`config.mk`:
```
export PLATFORM = sky130hd
export DESIGN_NAME = chlz_ctrl
export DESIGN_NICKNAME = d
export VERILOG_FILES = /design/src/design/chlz_pkg.sv /design/src/design/chlz_ctrl.sv
export SDC_FILE = /design/constraint.sdc
export NUM_CORES = 1
export LEC_CHECK = 0
export BUFFER_PORTS_ARGS = -buffer_cell sky130_fd_sc_hd__buf_4
export CAP_MARGIN = 40
export CORE_MARGIN = 2
export CORE_UTILIZATION = 25
export CTS_BUF_LIST = sky130_fd_sc_hd__clkbuf_16
export DETAILED_ROUTE_END_ITERATION = 8
export GPL_TIMING_DRIVEN = 1
export SLEW_MARGIN = 0
export SYNTH_ARGS = -nofsm -noshare
export SYNTH_HDL_FRONTEND = slang
export SYNTH_SLANG_ARGS = --single-unit
```
`constraint.sdc`:
```
create_clock -name clk -period 15.8 [get_ports clk]
set_input_delay 1.58 -clock clk [delete_from_list [all_inputs] [get_ports clk]]
set_output_delay 1.58 -clock clk [all_outputs]
set_load 0.03 [all_outputs]
```
`src/design/chlz_pkg.sv`:
```
// ----------------------------------------------------------------------------
// chlz_pkg
// shared types, phase codes and command tables of the chunked lz/rle decoder
// ----------------------------------------------------------------------------
`default_nettype none

package chlz_pkg;

  localparam logic [2:0] PH_CMD     = 3'd0;
  localparam logic [2:0] PH_LEN     = 3'd1;
  localparam logic [2:0] PH_OPS     = 3'd2;
  localparam logic [2:0] PH_RUN     = 3'd3;
  localparam logic [2:0] PH_DONE    = 3'd4;
  localparam logic [2:0] PH_ERR_OFS = 3'd5;
  localparam logic [2:0] PH_ERR_IN  = 3'd6;

  localparam logic [1:0] ERR_NONE   = 2'd0;
  localparam logic [1:0] ERR_OFS    = 2'd1;
  localparam logic [1:0] ERR_INPUT  = 2'd2;
  localparam logic [1:0] ERR_FEED   = 2'd3;

  localparam logic       REQ_FEED   = 1'b0;
  localparam logic       CFG_CHUNKS = 1'b0;
  localparam logic       CFG_LIMIT  = 1'b1;

  localparam logic [15:0] LIMIT_RESET = 16'hc000;

  typedef struct packed {
    logic       req_type;
    logic [7:0] in_byte;
    logic       in_last;
  } item_t;

  typedef struct packed {
    logic [7:0] out_byte;
    logic       out_valid;
    logic       need_input;
    logic       done_res;
    logic [1:0] error_code;
  } res_t;

  // decoder state
  typedef struct packed {
    logic [2:0]  phase;
    logic [7:0]  command;
    logic [15:0] run_length;
    logic [7:0]  op0;
    logic [7:0]  op1;
    logic [7:0]  op2;
    logic [15:0] copy_offset;
    logic [1:0]  sub_position;
    logic        ended;
    logic        held;
    logic [15:0] chunks_left;
    logic [16:0] out_count;
  } st_t;

  // one accepted item as seen by the datapath
  typedef struct packed {
    logic        emit;
    logic        copy;
    logic [7:0]  value;
    logic [16:0] rd_pos;
    logic [16:0] wr_pos;
    logic        need_input;
    logic        done_res;
    logic [1:0]  error_code;
  } step_t;

  function automatic logic [1:0] ops_need(input logic [3:0] g);
    case (g)
      4'd3, 4'd7, 4'd8, 4'd9, 4'd10: ops_need = 2'd1;
      4'd4, 4'd5, 4'd11:             ops_need = 2'd2;
      4'd6:                          ops_need = 2'd3;
      default:                       ops_need = 2'd0;
    endcase
  endfunction

  function automatic logic [1:0] unit_len(input logic [3:0] g);
    case (g)
      4'd5, 4'd7, 4'd9: unit_len = 2'd2;
      4'd6, 4'd8:       unit_len = 2'd3;
      default:          unit_len = 2'd1;
    endcase
  endfunction

  function automatic logic [3:0] in_slots(input logic [3:0] g);
    case (g)
      4'd0, 4'd9: in_slots = 4'd1;
      4'd7:       in_slots = 4'd2;
      4'd8:       in_slots = 4'd6;
      default:    in_slots = 4'd0;
    endcase
  endfunction

endpackage

`default_nettype wire

```
`src/design/chlz_ctrl.sv`:
```
// ----------------------------------------------------------------------------
// chlz_ctrl
// command decode and run sequencing, one request per transfer
// ----------------------------------------------------------------------------
`default_nettype none

module chlz_ctrl
  import chlz_pkg::*;
(
  input  wire logic        clk,
  input  wire logic        rst,
  input  wire logic        acc,
  input  wire item_t       item,
  input  wire logic        cfg_we,
  input  wire logic        cfg_index,
  input  wire logic [15:0] cfg_data,
  output step_t            step
);

  st_t         st;
  st_t         st_next;
  st_t         st_cfg;
  logic [15:0] size_limit;

  function automatic logic wants(input st_t t);
    logic [3:0] g;
    logic [3:0] sl;
    g  = t.command[4:1];
    sl = in_slots(g);
    case (t.phase)
      PH_CMD, PH_LEN: wants = 1'b1;
      PH_OPS:         wants = t.sub_position < ops_need(g);
      PH_RUN:         wants = sl[t.sub_position] && !t.held;
      default:        wants = 1'b0;
    endcase
  endfunction

  function automatic st_t settle(input st_t s, input logic [15:0] lim);
    st_t        t;
    logic [3:0] g;
    logic       bad;
    t   = s;
    g   = t.command[4:1];
    bad = 1'b0;
    if (t.phase == PH_OPS && t.sub_position >= ops_need(g)) begin
      t.sub_position = 2'd0;
      if (g == 4'd10) t.copy_offset = {8'd0, t.op0};
      else if (g == 4'd11) t.copy_offset = {t.op0, t.op1};
      if (g >= 4'd10 && (t.copy_offset == 16'd0 || {1'b0, t.copy_offset} > t.out_count)) begin
        t.phase = PH_ERR_OFS;
        bad     = 1'b1;
      end else begin
        t.phase = PH_RUN;
      end
    end
    if (!bad) begin
      if (t.phase == PH_RUN && t.run_length == 16'd0) t.phase = PH_CMD;
      if (t.phase == PH_CMD && (t.chunks_left == 16'd0 || t.out_count >= {1'b0, lim}))
        t.phase = PH_DONE;
      if (wants(t) && t.ended) t.phase = PH_ERR_IN;
    end
    return t;
  endfunction

  st_t        a;
  st_t        n;
  st_t        f;
  logic [3:0] g;
  logic [1:0] sidx;
  logic [1:0] sub_inc;
  logic       feed_err;

  always_comb begin
    a        = settle(st, size_limit);
    n        = a;
    g        = a.command[4:1];
    sidx     = (a.sub_position == 2'd3) ? 2'd0 : a.sub_position;
    sub_inc  = a.sub_position + 2'd1;
    feed_err = 1'b0;
    step     = '0;
    if (item.req_type == REQ_FEED) begin
      if (wants(a)) begin
        case (a.phase)
          PH_CMD: begin
            n.command      = item.in_byte;
            n.chunks_left  = a.chunks_left - 16'd1;
            n.sub_position = 2'd0;
            n.run_length   = {13'd0, item.in_byte[7:5]} + 16'd3;
            if (item.in_byte[4:1] >= 4'd12 || item.in_byte[0]) begin
              n.phase = PH_LEN;
            end else begin
              case (item.in_byte[4:0])
                5'h00:                      n.run_length = n.run_length - 16'd2;
                5'h02, 5'h04, 5'h0a, 5'h0c: n.run_length = n.run_length - 16'd1;
                5'h08, 5'h16:               n.run_length = n.run_length + 16'd1;
                default: ;
              endcase
              n.phase = PH_OPS;
            end
          end
          PH_LEN: begin
            if (g >= 4'd12) n.copy_offset = {5'd0, a.command[2:0], item.in_byte};
            else n.run_length = {5'd0, a.command[7:5], item.in_byte};
            n.sub_position = 2'd0;
            n.phase        = PH_OPS;
          end
          PH_OPS: begin
            case (sidx)
              2'd0:    n.op0 = item.in_byte;
              2'd1:    n.op1 = item.in_byte;
              default: n.op2 = item.in_byte;
            endcase
            n.sub_position = sub_inc;
          end
          PH_RUN: begin
            if (g == 4'd9) n.op1 = item.in_byte;
            else n.op2 = item.in_byte;
            n.held = 1'b1;
          end
          default: ;
        endcase
        if (item.in_last) n.ended = 1'b1;
      end else begin
        feed_err = 1'b1;
      end
    end else if (a.phase == PH_RUN && !wants(a)) begin
      step.emit = 1'b1;
      step.copy = g >= 4'd10;
      case (g)
        4'd0: step.value = a.op2;
        4'd1: step.value = 8'h00;
        4'd2: step.value = 8'hff;
        4'd3: step.value = a.op0;
        4'd4: begin
          step.value = a.op0;
          n.op0      = a.op0 + a.op1;
        end
        4'd5, 4'd6: begin
          case (sidx)
            2'd0:    step.value = a.op0;
            2'd1:    step.value = a.op1;
            default: step.value = a.op2;
          endcase
        end
        4'd7, 4'd8: step.value = (sidx == 2'd0) ? a.op0 : a.op2;
        4'd9: step.value = a.op0 + ((sidx == 2'd0) ? {4'd0, a.op1[7:4]} : {4'd0, a.op1[3:0]});
        default: step.value = 8'h00;
      endcase
      step.wr_pos    = a.out_count;
      step.rd_pos    = a.out_count - {1'b0, a.copy_offset};
      n.out_count    = a.out_count + 17'd1;
      n.held         = 1'b0;
      n.sub_position = sub_inc;
      if (sub_inc >= unit_len(g)) begin
        n.sub_position = 2'd0;
        n.run_length   = a.run_length - 16'd1;
      end
    end
    f               = settle(n, size_limit);
    st_next         = f;
    step.need_input = wants(f);
    step.done_res   = f.phase == PH_DONE;
    if (f.phase == PH_ERR_OFS) step.error_code = ERR_OFS;
    else if (f.phase == PH_ERR_IN) step.error_code = ERR_INPUT;
    else if (feed_err) step.error_code = ERR_FEED;
    else step.error_code = ERR_NONE;
  end

  // chunk count write reloads the counter and wakes a finished decoder
  always_comb begin
    st_cfg             = st;
    st_cfg.chunks_left = cfg_data;
    if (st.phase == PH_DONE) st_cfg.phase = PH_CMD;
  end

  always_ff @(posedge clk) begin
    if (rst) begin
      st            <= '{phase: PH_CMD, default: '0};
      size_limit    <= LIMIT_RESET;
    end else if (acc) begin
      st <= st_next;
    end else if (cfg_we) begin
      if (cfg_index == CFG_CHUNKS) begin
        st <= st_cfg;
      end else begin
        size_limit <= cfg_data;
      end
    end
  end

endmodule

`default_nettype wire

```
; Yosys cells after proc, flatten, opt, wreduce, memory -nomap -nowiden
; Memory sizes are Yosys's and may differ from the RTL's. A register that Yosys moved wholly into a read port is not among the register bits.
; Index checks and enable logic that the tools add are counted.
[word_totals]
output_inout_bits = 48
n_memories = 7
register_bits = 120
in_bits = 31
elab_cells = 285
mem_bits_ro = 224
[op_classes]
n_mux = 125
bitwise_logic = 2
n_eq_ne = 46
addsub = 11
n_reduce_logical = 62
order_cmp = 18
[memory_table]
columns = name, depth, width, rd, rd_ports_with_merged_regs, wr, line_no
row1 = (name not given), 16, 2, 1, 1, 0, chlz_pkg.sv:71  ; case (g)
row2 = (name not given), 16, 2, 1, 1, 0, chlz_pkg.sv:71
row3 = (name not given), 16, 2, 1, 1, 0, chlz_pkg.sv:71
row4 = (name not given), 16, 2, 1, 1, 0, chlz_pkg.sv:71
row5 = (name not given), 16, 2, 1, 0, 0, chlz_pkg.sv:71
row6 = (name not given), 16, 2, 1, 0, 0, chlz_pkg.sv:71
row7 = +1 memories, --, --, --, --, --, --
[ops]
columns = cell, n
row1 = 2-to-1 mux 104 bit, 3
row2 = 2-to-1 mux 16 bit, 13
row3 = logical NOT 16 bit, 6
row4 = 2-to-1 mux 44 bit, 2
row5 = 2-to-1 mux 87 bit, 1
row6 = 2-to-1 mux 8 bit, 9
row7 = one-hot mux 16 bit (2 select lines), 2
row8 = 2-to-1 mux 4 bit, 13
row9 = 2-to-1 mux 3 bit, 17
row10 = 2-to-1 mux 24 bit, 2
row11 = one-hot mux 16 bit (3 select lines), 1
row12 = one-hot mux 8 bit (6 select lines), 1
row13 = 2-to-1 mux 2 bit, 19
row14 = "equality test 3 x 2 -> 1 bit, second input constant", 12
row15 = 2-to-1 mux 18 bit, 2
row16 = greater-or-equal comparator 17 x 16 -> 1 bit, 2
row17 = > comparator 16 x 17 -> 1 bit, 2
row18 = 2-to-1 mux 17 bit, 2
row19 = "equality test 4 bit, second input constant", 8
row20 = 2-to-1 mux 32 bit, 1
row21 = "subtractor 16 x 1 -> 16 bit, second input constant", 2
row22 = OR reduction 2 bit, 12
row23 = "equality test 4 x 3 -> 1 bit, second input constant", 5
row24 = 2-to-1 mux 1 bit, 20
row25 = other kinds (45), 107

; Logic depth before layout (Yosys ltp)
; Gate-level depths: netlist (run 1).
[depth]
word_depth = 69
depth_mapped = 36

; Least setup slack after synthesis (run 1)
; No wires, ideal clock.
[synth_timing]
path_kind = register to output
from = register st[35] in the netlist's numbering
to = output port step[0] in the netlist's numbering
stages_incl_launch_ff = 35
arrival_time_ps = 7701
required_ps = 14220
setup_slack_ps = 6519
path_cell_list = dfxtp_1 -> inv_1 -> ha_1 -> or3b_4 -> nand4b_2 -> buf_6 -> clkbuf_1 -> clkbuf_1 -> nand2_1 -> inv_1 -> ha_1 -> a21oi_1 -> and2_1 -> o32a_2 -> nand2_1 -> or4b_4 -> nor3_1 -> mux2_2 -> o211ai_1 -> o21ai_0 -> ha_1 -> nor2b_1 -> o21ai_0 -> nand2b_1 -> a21oi_1 -> nor2b_1 -> o21ai_0 -> nand2b_1 -> a21oi_1 -> o2111ai_1 -> or4b_2 -> o41ai_4 -> nor4bb_2 -> nor4_2 -> o31ai_1
[synth_lines]
columns = item, line_no
row1 = start: declaration, chlz_ctrl.sv:20  ; st_t st;
row2 = start signal: assignment, chlz_ctrl.sv:181  ; st <= st_next;
row3 = start signal: assignment, chlz_ctrl.sv:184  ; st <= st_cfg;
row4 = end: declaration, chlz_ctrl.sv:17  ; output step_t step

==> summary.txt, run 1 <==
status - finished, final reports clean
Clock Path Buffers - 2
Post-Synth Adder-Cell Area - 11.5%
sequential element share of the synthesized area - 19.0%
hold path startpoint - size_limit[5]$_SDFFE_PP0P_
crit path launch type - register
initial antenna violation count - 0
drt first pass iters - 7
CTS Hold Bufs - 0
DRT antenna net count - 0
Max Fclk - 93.9 MHz
Antenna Cells - 0
Final Cycle Share - 67.4%
met2 Usage GRT - 30.7%
CTS Root Cell - clkbuf_16
R2R cell count - 31
ys flop type - dfxtp_1
vias in the first global route - 13100
Fin. Hold Viols - 0
Initial DRC Count - 1648
row cnt - 83
Starting Density - 25.2%
Slew headroom - 38.0%
CTS tree - done
Power Density - 84.3 nW/µm²
xor-xnor portion of the synthesized cell area - 4.22%
Post-Syn Area - 12900 µm²
total track usage - 19.0%
Syn Nets - 1944
largest net degree at the start of global routing - 67
kind of critical path - register to output pin
main combinational cell family by area after synthesis - simple AND/OR/NAND/NOR gates
clock sink total - 122
Synth Instances - 1797
Chip Width - 231 µm
number of post-CTS setup repair buffers - 0
WHS Endpoint - size_limit[5]$_SDFFE_PP0P_
Avg Inst Size Synth - 7.16 µm²
routing usage on met1 - 25.2%
post-synthesis mux area share - 7.25%
EDFF count, synth - 0
post-detailed-route wirelength per cell - 20.6 µm
compound-gate portion of the synthesized area - 24.6%
Ys Warns - 0
minimum clock period - 10.65 ns
met3 usage - 3.43%
Port Buffers - 78
Fill cells - 5581
Worst R2R End - st[102]$_SDFFE_PP0P_
final WL - 51.5 mm
Final GP Congestion - 0.952
H-tree Lvls - 4
CP max FO - 20
grt ovf - 0
Worst Path Required - 14.22 ns
multi-input logic area - 9620 µm²
share of post-route cells with drive strength above 1 - 10.3%
Worst R2R Start - a[97]$_SDFFE_PP0P_
CTS Buf Count - 17
Slew @ Worst Pin - 0.928 ns
final setup fails - 0
Hold Path Depth - 2
register area - 2440 µm²
die area - 53300 µm²
core area - 51100 µm²
Max IR drop VDD - 0.0572 mV
DR DRC count - 0
Synth Area in Simple Gates - 27.2%
TNS Setup - 0 ns
nets - 1954
Static Leak - 5.83 nW
GR peak layer - met2
total of max-cap violations - 0
Unique masters post-synth - 90
I/O pins - 79
Yosys reg bits - 122
CP Capture Type - output pin
Layout Skew - 0.0118 ns
smallest hold slack - 0.456 ns
CTS clk-pin slew, worst paths - 0.07 ns
post-CTS sizing - 0
r2r setup slk - 7.20 ns
area delta synth->final - 14.3%
post-DR vias/cell - 5.57
Slew Viols, Final - 0
Die Y - 231 µm
RSZ-0062 raised after global routing - false
Min-Delay Path Class - register to register
DR vias - 13900
DPL Wire Length - 39.5 mm
clk_lat worst skew - 0.45 ns
Async S/R FF share, synth - 0%
first-pass GRT wire length - 79.3 mm
total power draw - 0.00124 W
arrival time at the worst endpoint - 9.07 ns
## critical path, cell delays in order (launching register included)
cell       delay, ns
dfxtp_1         0.73
nor2b_1         0.35
nand2_1         0.39
a21oi_1         0.33
inv_1           0.07
ha_1            0.34
nand4b_4        0.14
nor4_4          0.36
a311o_4         0.31
a31oi_1         0.06
buf_4           0.21
a2111oi_0       0.71
o211ai_1        0.56
o21ai_0         0.58
o211ai_1        0.25
ha_1            0.34
a21oi_1         0.11
or4_1           0.81
and2_1          0.32
ha_1            0.27
a21boi_0        0.17
o32ai_1         0.12
nor4bb_2        0.43
nor4_2          0.12
o31ai_1         0.30
buf_4           0.21
## logic make-up after synthesis
| kind of cell | after synthesis |
|---|---|
| flops | 122 |
| fa+ha+maj | 116 |
| compound gates | 476 |
| mux | 91 |
| simple gates | 719 |
| buf+inv | 211 |
| xor+xnor | 62 |
## layout make-up
class,instances,share of cell area [%]
Multi-Input combinational cell,1464,65.4
Timing Repair Buffer,102,5.39
Inverter,100,2.55
Clock buffer,17,2.89
Tap cell,680,5.79
Sequential cell,122,16.6
Clock inverter,15,1.36
## where the power goes
group | internal, W | switching (W)
Combinational | 0.000167 | 0.000291
Sequential | 0.000324 | 0.0000271
Clock | 0.000264 | 0.000167
Total | 0.000755 | 0.000484
## registers in the layout (all words and copies together), names as in the netlist, named ones only
| name | count |
|---|---|
| a | 83 |
| size_limit | 16 |
| st | 21 |
## worst max path at each step
stage               endpoint  cells past startpoint                start
floorplan            step[0]                     34  st[35]$_SDFFE_PP0P_
global placement     step[1]                     25   a[96]$_SDFFE_PP0P_
detailed placement   step[1]                     32   a[97]$_SDFFE_PP0P_
CTS                  step[1]                     32   a[97]$_SDFFE_PP0P_
global route         step[1]                     32   a[97]$_SDFFE_PP0P_
finish               step[0]                     25   a[97]$_SDFFE_PP0P_
## synthesized netlist by cell type (17+ instances only)
cell type | number | area [µm²]
nor2b_1 | 19 | 119
and3_1 | 24 | 150
a31oi_1 | 20 | 125
ha_1 | 113 | 1410
nor4_1 | 18 | 113
xor2_1 | 17 | 149
o21ai_0 | 95 | 475
a21oi_1 | 130 | 651
nor2_1 | 254 | 953
o21a_1 | 17 | 128
clkbuf_1 | 89 | 334
nor3_1 | 60 | 300
a211oi_1 | 46 | 345
mux2i_1 | 73 | 731
nand4_1 | 30 | 188
nand2_1 | 162 | 608
inv_1 | 99 | 372
mux2_2 | 18 | 203
nand3_1 | 53 | 265
xnor2_1 | 45 | 394
dfxtp_1 | 122 | 2440
## metrics by stage
step	std cells	setup slack [ns]	util [%]	cell area (µm²)
finish	2500	5.15	28.8	14700
detailed placement	2468	5.83	27.6	14100
floorplan	1797	6.52	-	12900
global route	2500	4.74	28.8	14700
global placement	2461	5.90	27.4	14000
CTS	2500	5.30	28.8	14700
## layer usage
metal	share of wire (%)	routed length, µm
met1	43	22300
met2	46	23600
met3	7.9	4070
met4	3.0	1550
met5	0	0
## layout by cell type (no fill, tap or decap), types with 53 or more instances in the layout
| cell | Yosys | final |
|---|---|---|
| o21ai_0 | 95 | 95 |
| ha_1 | 113 | 113 |
| dfxtp_1 | 122 | 122 |
| mux2i_1 | 73 | 73 |
| nand3_1 | 53 | 53 |
| inv_1 | 99 | 100 |
| buf_4 | 2 | 96 |
| a21oi_1 | 130 | 130 |
| nor2_1 | 254 | 254 |
| nor3_1 | 60 | 60 |
| nand2_1 | 162 | 162 |
Power figures use the tool's default switching activity.
==> run 2: changes to the inputs <==
==> constraint.sdc (replaced) <==
create_clock -name clk -period 10.4 [get_ports clk]
set_input_delay 1.04 -clock clk [delete_from_list [all_inputs] [get_ports clk]]
set_output_delay 1.04 -clock clk [all_outputs]
set_load 0.03 [all_outputs]
==> run 2 against run 1 <==
  * Non-clock buffer count increased by 5
  * Sequential cell count unchanged
  * Design area increased by 0.44%
  * Wire length increased by 1.0%
  * Cell count increased by 0.20%
  * Clock power increased by 62%
  * Via count increased by 0.62%
  * Register-to-register slack got worse by 4.7 ns
  * Critical endpoint is now step[1]
  * Largest power group unchanged
==> summary.txt, run 2 (synthesized netlist as in run 1, its figures left out) <==
arrival time at the worst endpoint - 8.51 ns (-0.56 ns)
Worst R2R End - st[101]$_SDFFE_PP0P_
Starting Density - 25.2% (unchanged)
total power draw - 0.00193 W (+56%)
Final GP Congestion - 0.980 (+2.9%)
most frequent cells in the layout - nor2_1 (254), nand2_1 (162), a21oi_1 (130)
Chip Width - 231 µm (unchanged)
Layout Skew - 0.0148 ns (+0.00303 ns)
TNS Setup - 0 ns (unchanged)
final setup fails - 0 (unchanged)
CTS Hold Bufs - 0 (unchanged)
clk_lat worst skew - 0.44 ns (about the same)
max FFs per register - 83 (unchanged)
Fill cells - 5585 (+0.072%)
Worst Path Required - 9.36 ns (-4.86 ns)
first-pass GRT wire length - 80.5 mm (+1.5%)
Min-Delay Path Class - register to register
drt first pass iters - 5 (-2)
r2r setup slk - 2.50 ns (-4.70 ns)
Die Y - 231 µm (unchanged)
total of max-cap violations - 0 (unchanged)
Critical Path Max Stage Delay - 0.56 ns (-0.25 ns)
Clock Path Buffers - 2 (unchanged)
DR DRC count - 0 (unchanged)
status - finished, final reports clean
crit path launch type - register
vias in the first global route - 13400 (+2.6%)
CTS clk-pin slew, worst paths - 0.06 ns (about the same)
Final Cycle Share - 91.9%
CTS Buf Count - 17 (unchanged)
Slew headroom - 37.5% (-0.59 points)
most common cell after layout, fill and taps aside - nor2_1
Port Buffers - 78 (unchanged)
grt ovf - 0 (unchanged)
share of post-route cells with drive strength above 1 - 10.8% (+0.46 points)
WHS Endpoint - size_limit[8]$_SDFFE_PP0P_
Worst path slowest cell - a2111oi_0
Power Density - 131 nW/µm² (+55%)
R2R cell count - 27 (-13%)
kind of critical path - register to output pin
I/O pins - 79 (unchanged)
post-detailed-route wirelength per cell - 20.8 µm (+0.80%)
Max IR drop VDD - 0.120 mV (+110%)
core area - 51100 µm² (unchanged)
H-tree Lvls - 4 (unchanged)
CTS Root Cell - clkbuf_16
Antenna Cells - 0 (unchanged)
CP Capture Type - output pin
die area - 53300 µm² (unchanged)
RSZ-0062 raised after global routing - false
Slew @ Worst Pin - 0.928 ns (+0.000830 ns)
DPL Wire Length - 39.7 mm (+0.53%)
Max Fclk - 105 MHz
Initial DRC Count - 1476 (-10%)
hold path startpoint - size_limit[8]$_SDFFE_PP0P_
Static Leak - 5.86 nW (+0.45%)
minimum clock period - 9.55 ns
initial antenna violation count - 1 (+1)
CP max FO - 32 (+60%)
row cnt - 83 (unchanged)
Hold Path Depth - 2 (unchanged)
area delta synth->final - 14.8%
Slew Viols, Final - 0 (unchanged)
nets - 1959 (+0.26%)
Worst R2R Start - a[97]$_SDFFE_PP0P_
largest net degree at the start of global routing - 76 (+13%)
total track usage - 19.2% (+0.25 points)
final WL - 52.0 mm (+1.0%)
CP dominant cell by count - buf_4
Fin. Hold Viols - 0 (unchanged)
post-DR vias/cell - 5.60 (+0.42%)
CTS tree - done
DRT antenna net count - 0 (unchanged)
DR vias - 14000 (+0.62%)
clock sink total - 122 (unchanged)
-- run 2: cell count changes in the layout (fill, tap and decap cells not counted), sizes merged --
cell,delta
buf,+5
bufinv,+2
clkinv,-3
clkinvlp,+2
inv,-1
-- run 2: report_power, final --
part / switching [W] / total, W / internal [W]
sequential: 0.0000393 / 0.000531 / 0.000492
clock: 0.000251 / 0.000700 / 0.000450
combinational: 0.000444 / 0.000701 / 0.000257
total: 0.000734 / 0.00193 / 0.00120
-- run 2: worst max path at each step --
stage,from,endpoint,slack (ns),cells after the start
final,a[97]$_SDFFE_PP0P_,step[1],0.85,33
after global routing,a[97]$_SDFFE_PP0P_,step[1],0.14,33
after CTS,a[96]$_SDFFE_PP0P_,step[1],0.64,33
after detailed placement,a[96]$_SDFFE_PP0P_,step[1],1.13,33
after global placement,a[96]$_SDFFE_PP0P_,step[1],1.17,33
after floorplan,st[35]$_SDFFE_PP0P_,step[0],1.66,34
-- run 2: repair_timing --
item	CTS	global route
buffers inserted	0	0
gates resized for setup	0	3
setup endpoints to repair	0	2
-- run 2: critical path: cells and delay by family, from the launching register on --
kind	cells	cell delay, ns
AO/OA/AOI/OAI	13	2.61
adder cells (fa/ha/maj)	2	0.59
buffers and inverters	5	1.10
flip-flops	1	0.53
multiplexers	1	0.23
AND/OR/NAND/NOR	12	3.01
-- run 2: final cells by class --
cell class / count / area, µm² / share of cell area [%]
repair buffers: 107 / 808 / 5.47
inverters: 100 / 375 / 2.54
well taps: 680 / 851 / 5.76
clock inverters: 15 / 245 / 1.66
multi-input cells: 1464 / 9620 / 65.1
clock buffers: 17 / 425 / 2.88
flip-flops and latches: 122 / 2440 / 16.6
-- run 2: through the flow --
step	utilization (%)	setup slack (ns)	cell area (µm²)	hold WS, ns	std cells
global placement	27.5	1.17	14000	0.447	2467
finish	28.9	0.847	14800	0.452	2505
detailed placement	27.6	1.13	14100	0.448	2473
global route	28.9	0.145	14800	0.477	2505
floorplan	-	1.66	12900	0.436	1797
CTS	28.9	0.638	14800	0.456	2505
-- run 2: per-layer routing --
metal | global-route usage [%] | vias to the layer above | share of wire (%)
met1 | 25.0 | 6691 | 43
met3 | 3.00 | 118 | 6.8
met5 | 0 | - | 0.025
li1 | - | 6572 | -
met2 | 31.8 | 638 | 46
met4 | 7.50 | 2 | 3.8
==> run 3: changes to the inputs <==
--- a/config.mk
+++ b/config.mk
@@ -5,12 +5,12 @@
 export SDC_FILE = /design/constraint.sdc
 export NUM_CORES = 1
 export LEC_CHECK = 0
-export BUFFER_PORTS_ARGS = -buffer_cell sky130_fd_sc_hd__buf_4
 export CAP_MARGIN = 40
 export CORE_MARGIN = 2
 export CORE_UTILIZATION = 25
 export CTS_BUF_LIST = sky130_fd_sc_hd__clkbuf_16
 export DETAILED_ROUTE_END_ITERATION = 8
+export DONT_BUFFER_PORTS = 1
 export GPL_TIMING_DRIVEN = 1
 export SLEW_MARGIN = 0
 export SYNTH_ARGS = -nofsm -noshare
==> run 3 against run 2 <==
  * Via count down 1.6%
  * Worst hold slack better by 0.0050 ns
  * Cell count down 2.6%
  * Non-clock buffer count down 66
  * First-iteration DRC count up 0.75%
  * Global-route usage down 0.19 points
  * Clock power down 6.7%
  * Sequential power about the same
  * Largest cell class unchanged
  * Largest power group is now the clock network
==> summary.txt, run 3 (synthesized netlist as in run 1, its figures left out) <==
Antenna Cells - 0 (unchanged)
TNS Setup - 0 ns (unchanged)
DPL Wire Length - 39.5 mm (-0.48%)
total of max-cap violations - 0 (unchanged)
I/O pins - 79 (unchanged)
vias in the first global route - 12900 (-4.1%)
Port Buffers - 0 (-100%)
max FFs per register - 83 (unchanged)
DR vias - 13800 (-1.6%)
Initial DRC Count - 1487 (+0.75%)
arrival time at the worst endpoint - 8.78 ns (+0.27 ns)
r2r setup slk - 2.40 ns (-0.10 ns)
row cnt - 83 (unchanged)
Slew @ Worst Pin - 0.919 ns (-0.00925 ns)
CP Capture Type - output pin
Die Y - 231 µm (unchanged)
final setup fails - 0 (unchanged)
worst setup path start - a[97]$_SDFFE_PP0P_
Max IR drop VDD - 0.131 mV (+9.2%)
die area - 53300 µm² (unchanged)
status - finished, final reports clean
crit path launch type - register
grt ovf - 0 (unchanged)
CTS Root Cell - clkbuf_16
minimum clock period - 9.82 ns (+0.263 ns)
first-pass GRT wire length - 78.8 mm (-2.0%)
Clock Path Buffers - 2 (unchanged)
RSZ-0062 raised after global routing - false
Min-Delay Path Class - register to register
CTS Hold Bufs - 0 (unchanged)
Critical Path Max Stage Delay - 0.65 ns (+0.09 ns)
Max Fclk - 102 MHz (-2.7%)
DR DRC count - 0 (unchanged)
Worst R2R Start - a[97]$_SDFFE_PP0P_
H-tree Lvls - 4 (unchanged)
share of post-route cells with drive strength above 1 - 7.56% (-3.2 points)
Final GP Congestion - 0.982 (+0.24%)
DRT antenna net count - 0 (unchanged)
worst setup path end - step[1]
Core Util, Final - 27.8% (-1.1 points)
Fin. Hold Viols - 0 (unchanged)
initial antenna violation count - 0 (-1)
nets - 1893 (-3.4%)
post-detailed-route wirelength per cell - 21.2 µm (+2.1%)
area delta synth->final - 10.4%
R2R cell count - 30 (+11%)
smallest hold slack - 0.457 ns (+0.00495 ns)
clock sink total - 122 (unchanged)
Slew headroom - 38.4% (+0.90 points)
Chip Width - 231 µm (unchanged)
Fill cells - 5577 (-0.14%)
most common cell after layout, fill and taps aside - nor2_1
Power Density - 129 nW/µm² (-1.3%)
Final Cycle Share - 94.4% (+2.5 points)
largest net degree at the start of global routing - 120 (+58%)
clk_lat worst skew - 0.46 ns (+0.02 ns)
Slew Viols, Final - 0 (unchanged)
CTS tree - done
CTS clk-pin slew, worst paths - 0.07 ns (about the same)
total track usage - 19.1% (-0.19 points)
core area - 51100 µm² (unchanged)
Static Leak - 5.51 nW (-5.8%)
kind of critical path - register to output pin
drt first pass iters - 6 (+1)
Layout Skew - 0.0125 ns (-0.00230 ns)
Worst path slowest cell - a2111oi_0
Starting Density - 25.2% (unchanged)
CP max FO - 23 (-28%)
Worst Path Required - 9.36 ns (about the same)
most frequent cells in the layout - nor2_1 (254), nand2_1 (162), a21oi_1 (130)
post-DR vias/cell - 5.66 (+1.1%)
Worst R2R End - st[102]$_SDFFE_PP0P_
CTS Buf Count - 17 (unchanged)
final WL - 51.7 mm (-0.62%)
[run 3: cell types whose count changed in the layout (fill, tap and decap cells not counted), sizes merged]
cell,before,now
bufinv,6,4
clkinv,5,7
buf,107,41
inv,101,102
clkinvlp,3,2
[run 3: cell type report]
| class | count | area [µm²] | share of cell area [%] |
|---|---|---|---|
| clock buffer | 17 | 425 | 2.99 |
| tap | 680 | 851 | 5.99 |
| multi-input combinational | 1464 | 9630 | 67.8 |
| clock inverter | 15 | 200 | 1.41 |
| timing repair buffer | 41 | 283 | 1.99 |
| sequential | 122 | 2440 | 17.2 |
| inverter | 100 | 375 | 2.64 |
[run 3: worst min path at each step]
stage                           startpoint                           to  slack [ns]  cells past startpoint
6_report        size_limit[9]$_SDFFE_PP0P_   size_limit[9]$_SDFFE_PP0P_        0.46                      2
4_1_cts         size_limit[3]$_SDFFE_PP0P_   size_limit[3]$_SDFFE_PP0P_        0.46                      2
5_1_grt         size_limit[6]$_SDFFE_PP0P_   size_limit[6]$_SDFFE_PP0P_        0.47                      2
3_5_place_dp    size_limit[3]$_SDFFE_PP0P_   size_limit[3]$_SDFFE_PP0P_        0.45                      2
2_1_floorplan  size_limit[10]$_SDFFE_PP0P_  size_limit[10]$_SDFFE_PP0P_        0.44                      2
3_3_place_gp    size_limit[6]$_SDFFE_PP0P_   size_limit[6]$_SDFFE_PP0P_        0.44                      2
[run 3: power by group]
part           internal [W]  total [W]  switching, W
logic              0.000243   0.000649      0.000407
registers          0.000492   0.000533     0.0000413
clock network      0.000401   0.000653      0.000252
total               0.00114    0.00184      0.000700
[run 3: critical path, delay by kind of cell, from the launching register on]
family                   cells  cell delay [ns]
flip-flops                   1             0.54
buffers and inverters        2             0.28
AO/OA/AOI/OAI               14             3.83
multiplexers                 1             0.58
AND/OR/NAND/NOR             11             2.56
adder cells (fa/ha/maj)      2             0.51
[run 3: repair_timing]
item	4_1_cts	5_1_grt
resized for setup	0	5
buffers inserted	0	0
setup endpoints to repair	0	2
[run 3: metrics by stage]
step	instance area, µm²	instances	worst slack [ns]	total power [W]
CTS	14200	2439	0.351	0.00183
finish	14200	2439	0.585	0.00184
global route	14200	2439	0.179	0.00193
floorplan	12900	1797	1.66	0.00102
global placement	13500	2392	1.10	0.00116
detailed placement	13600	2407	0.867	0.00117
[run 3: per-layer routing]
layer	vias up	GRT usage (%)	wire, µm
met5	-	0	0
met4	0	8.10	2060
met3	134	3.35	3850
met2	686	30.8	23500
met1	6539	24.9	22300
li1	6440	-	-
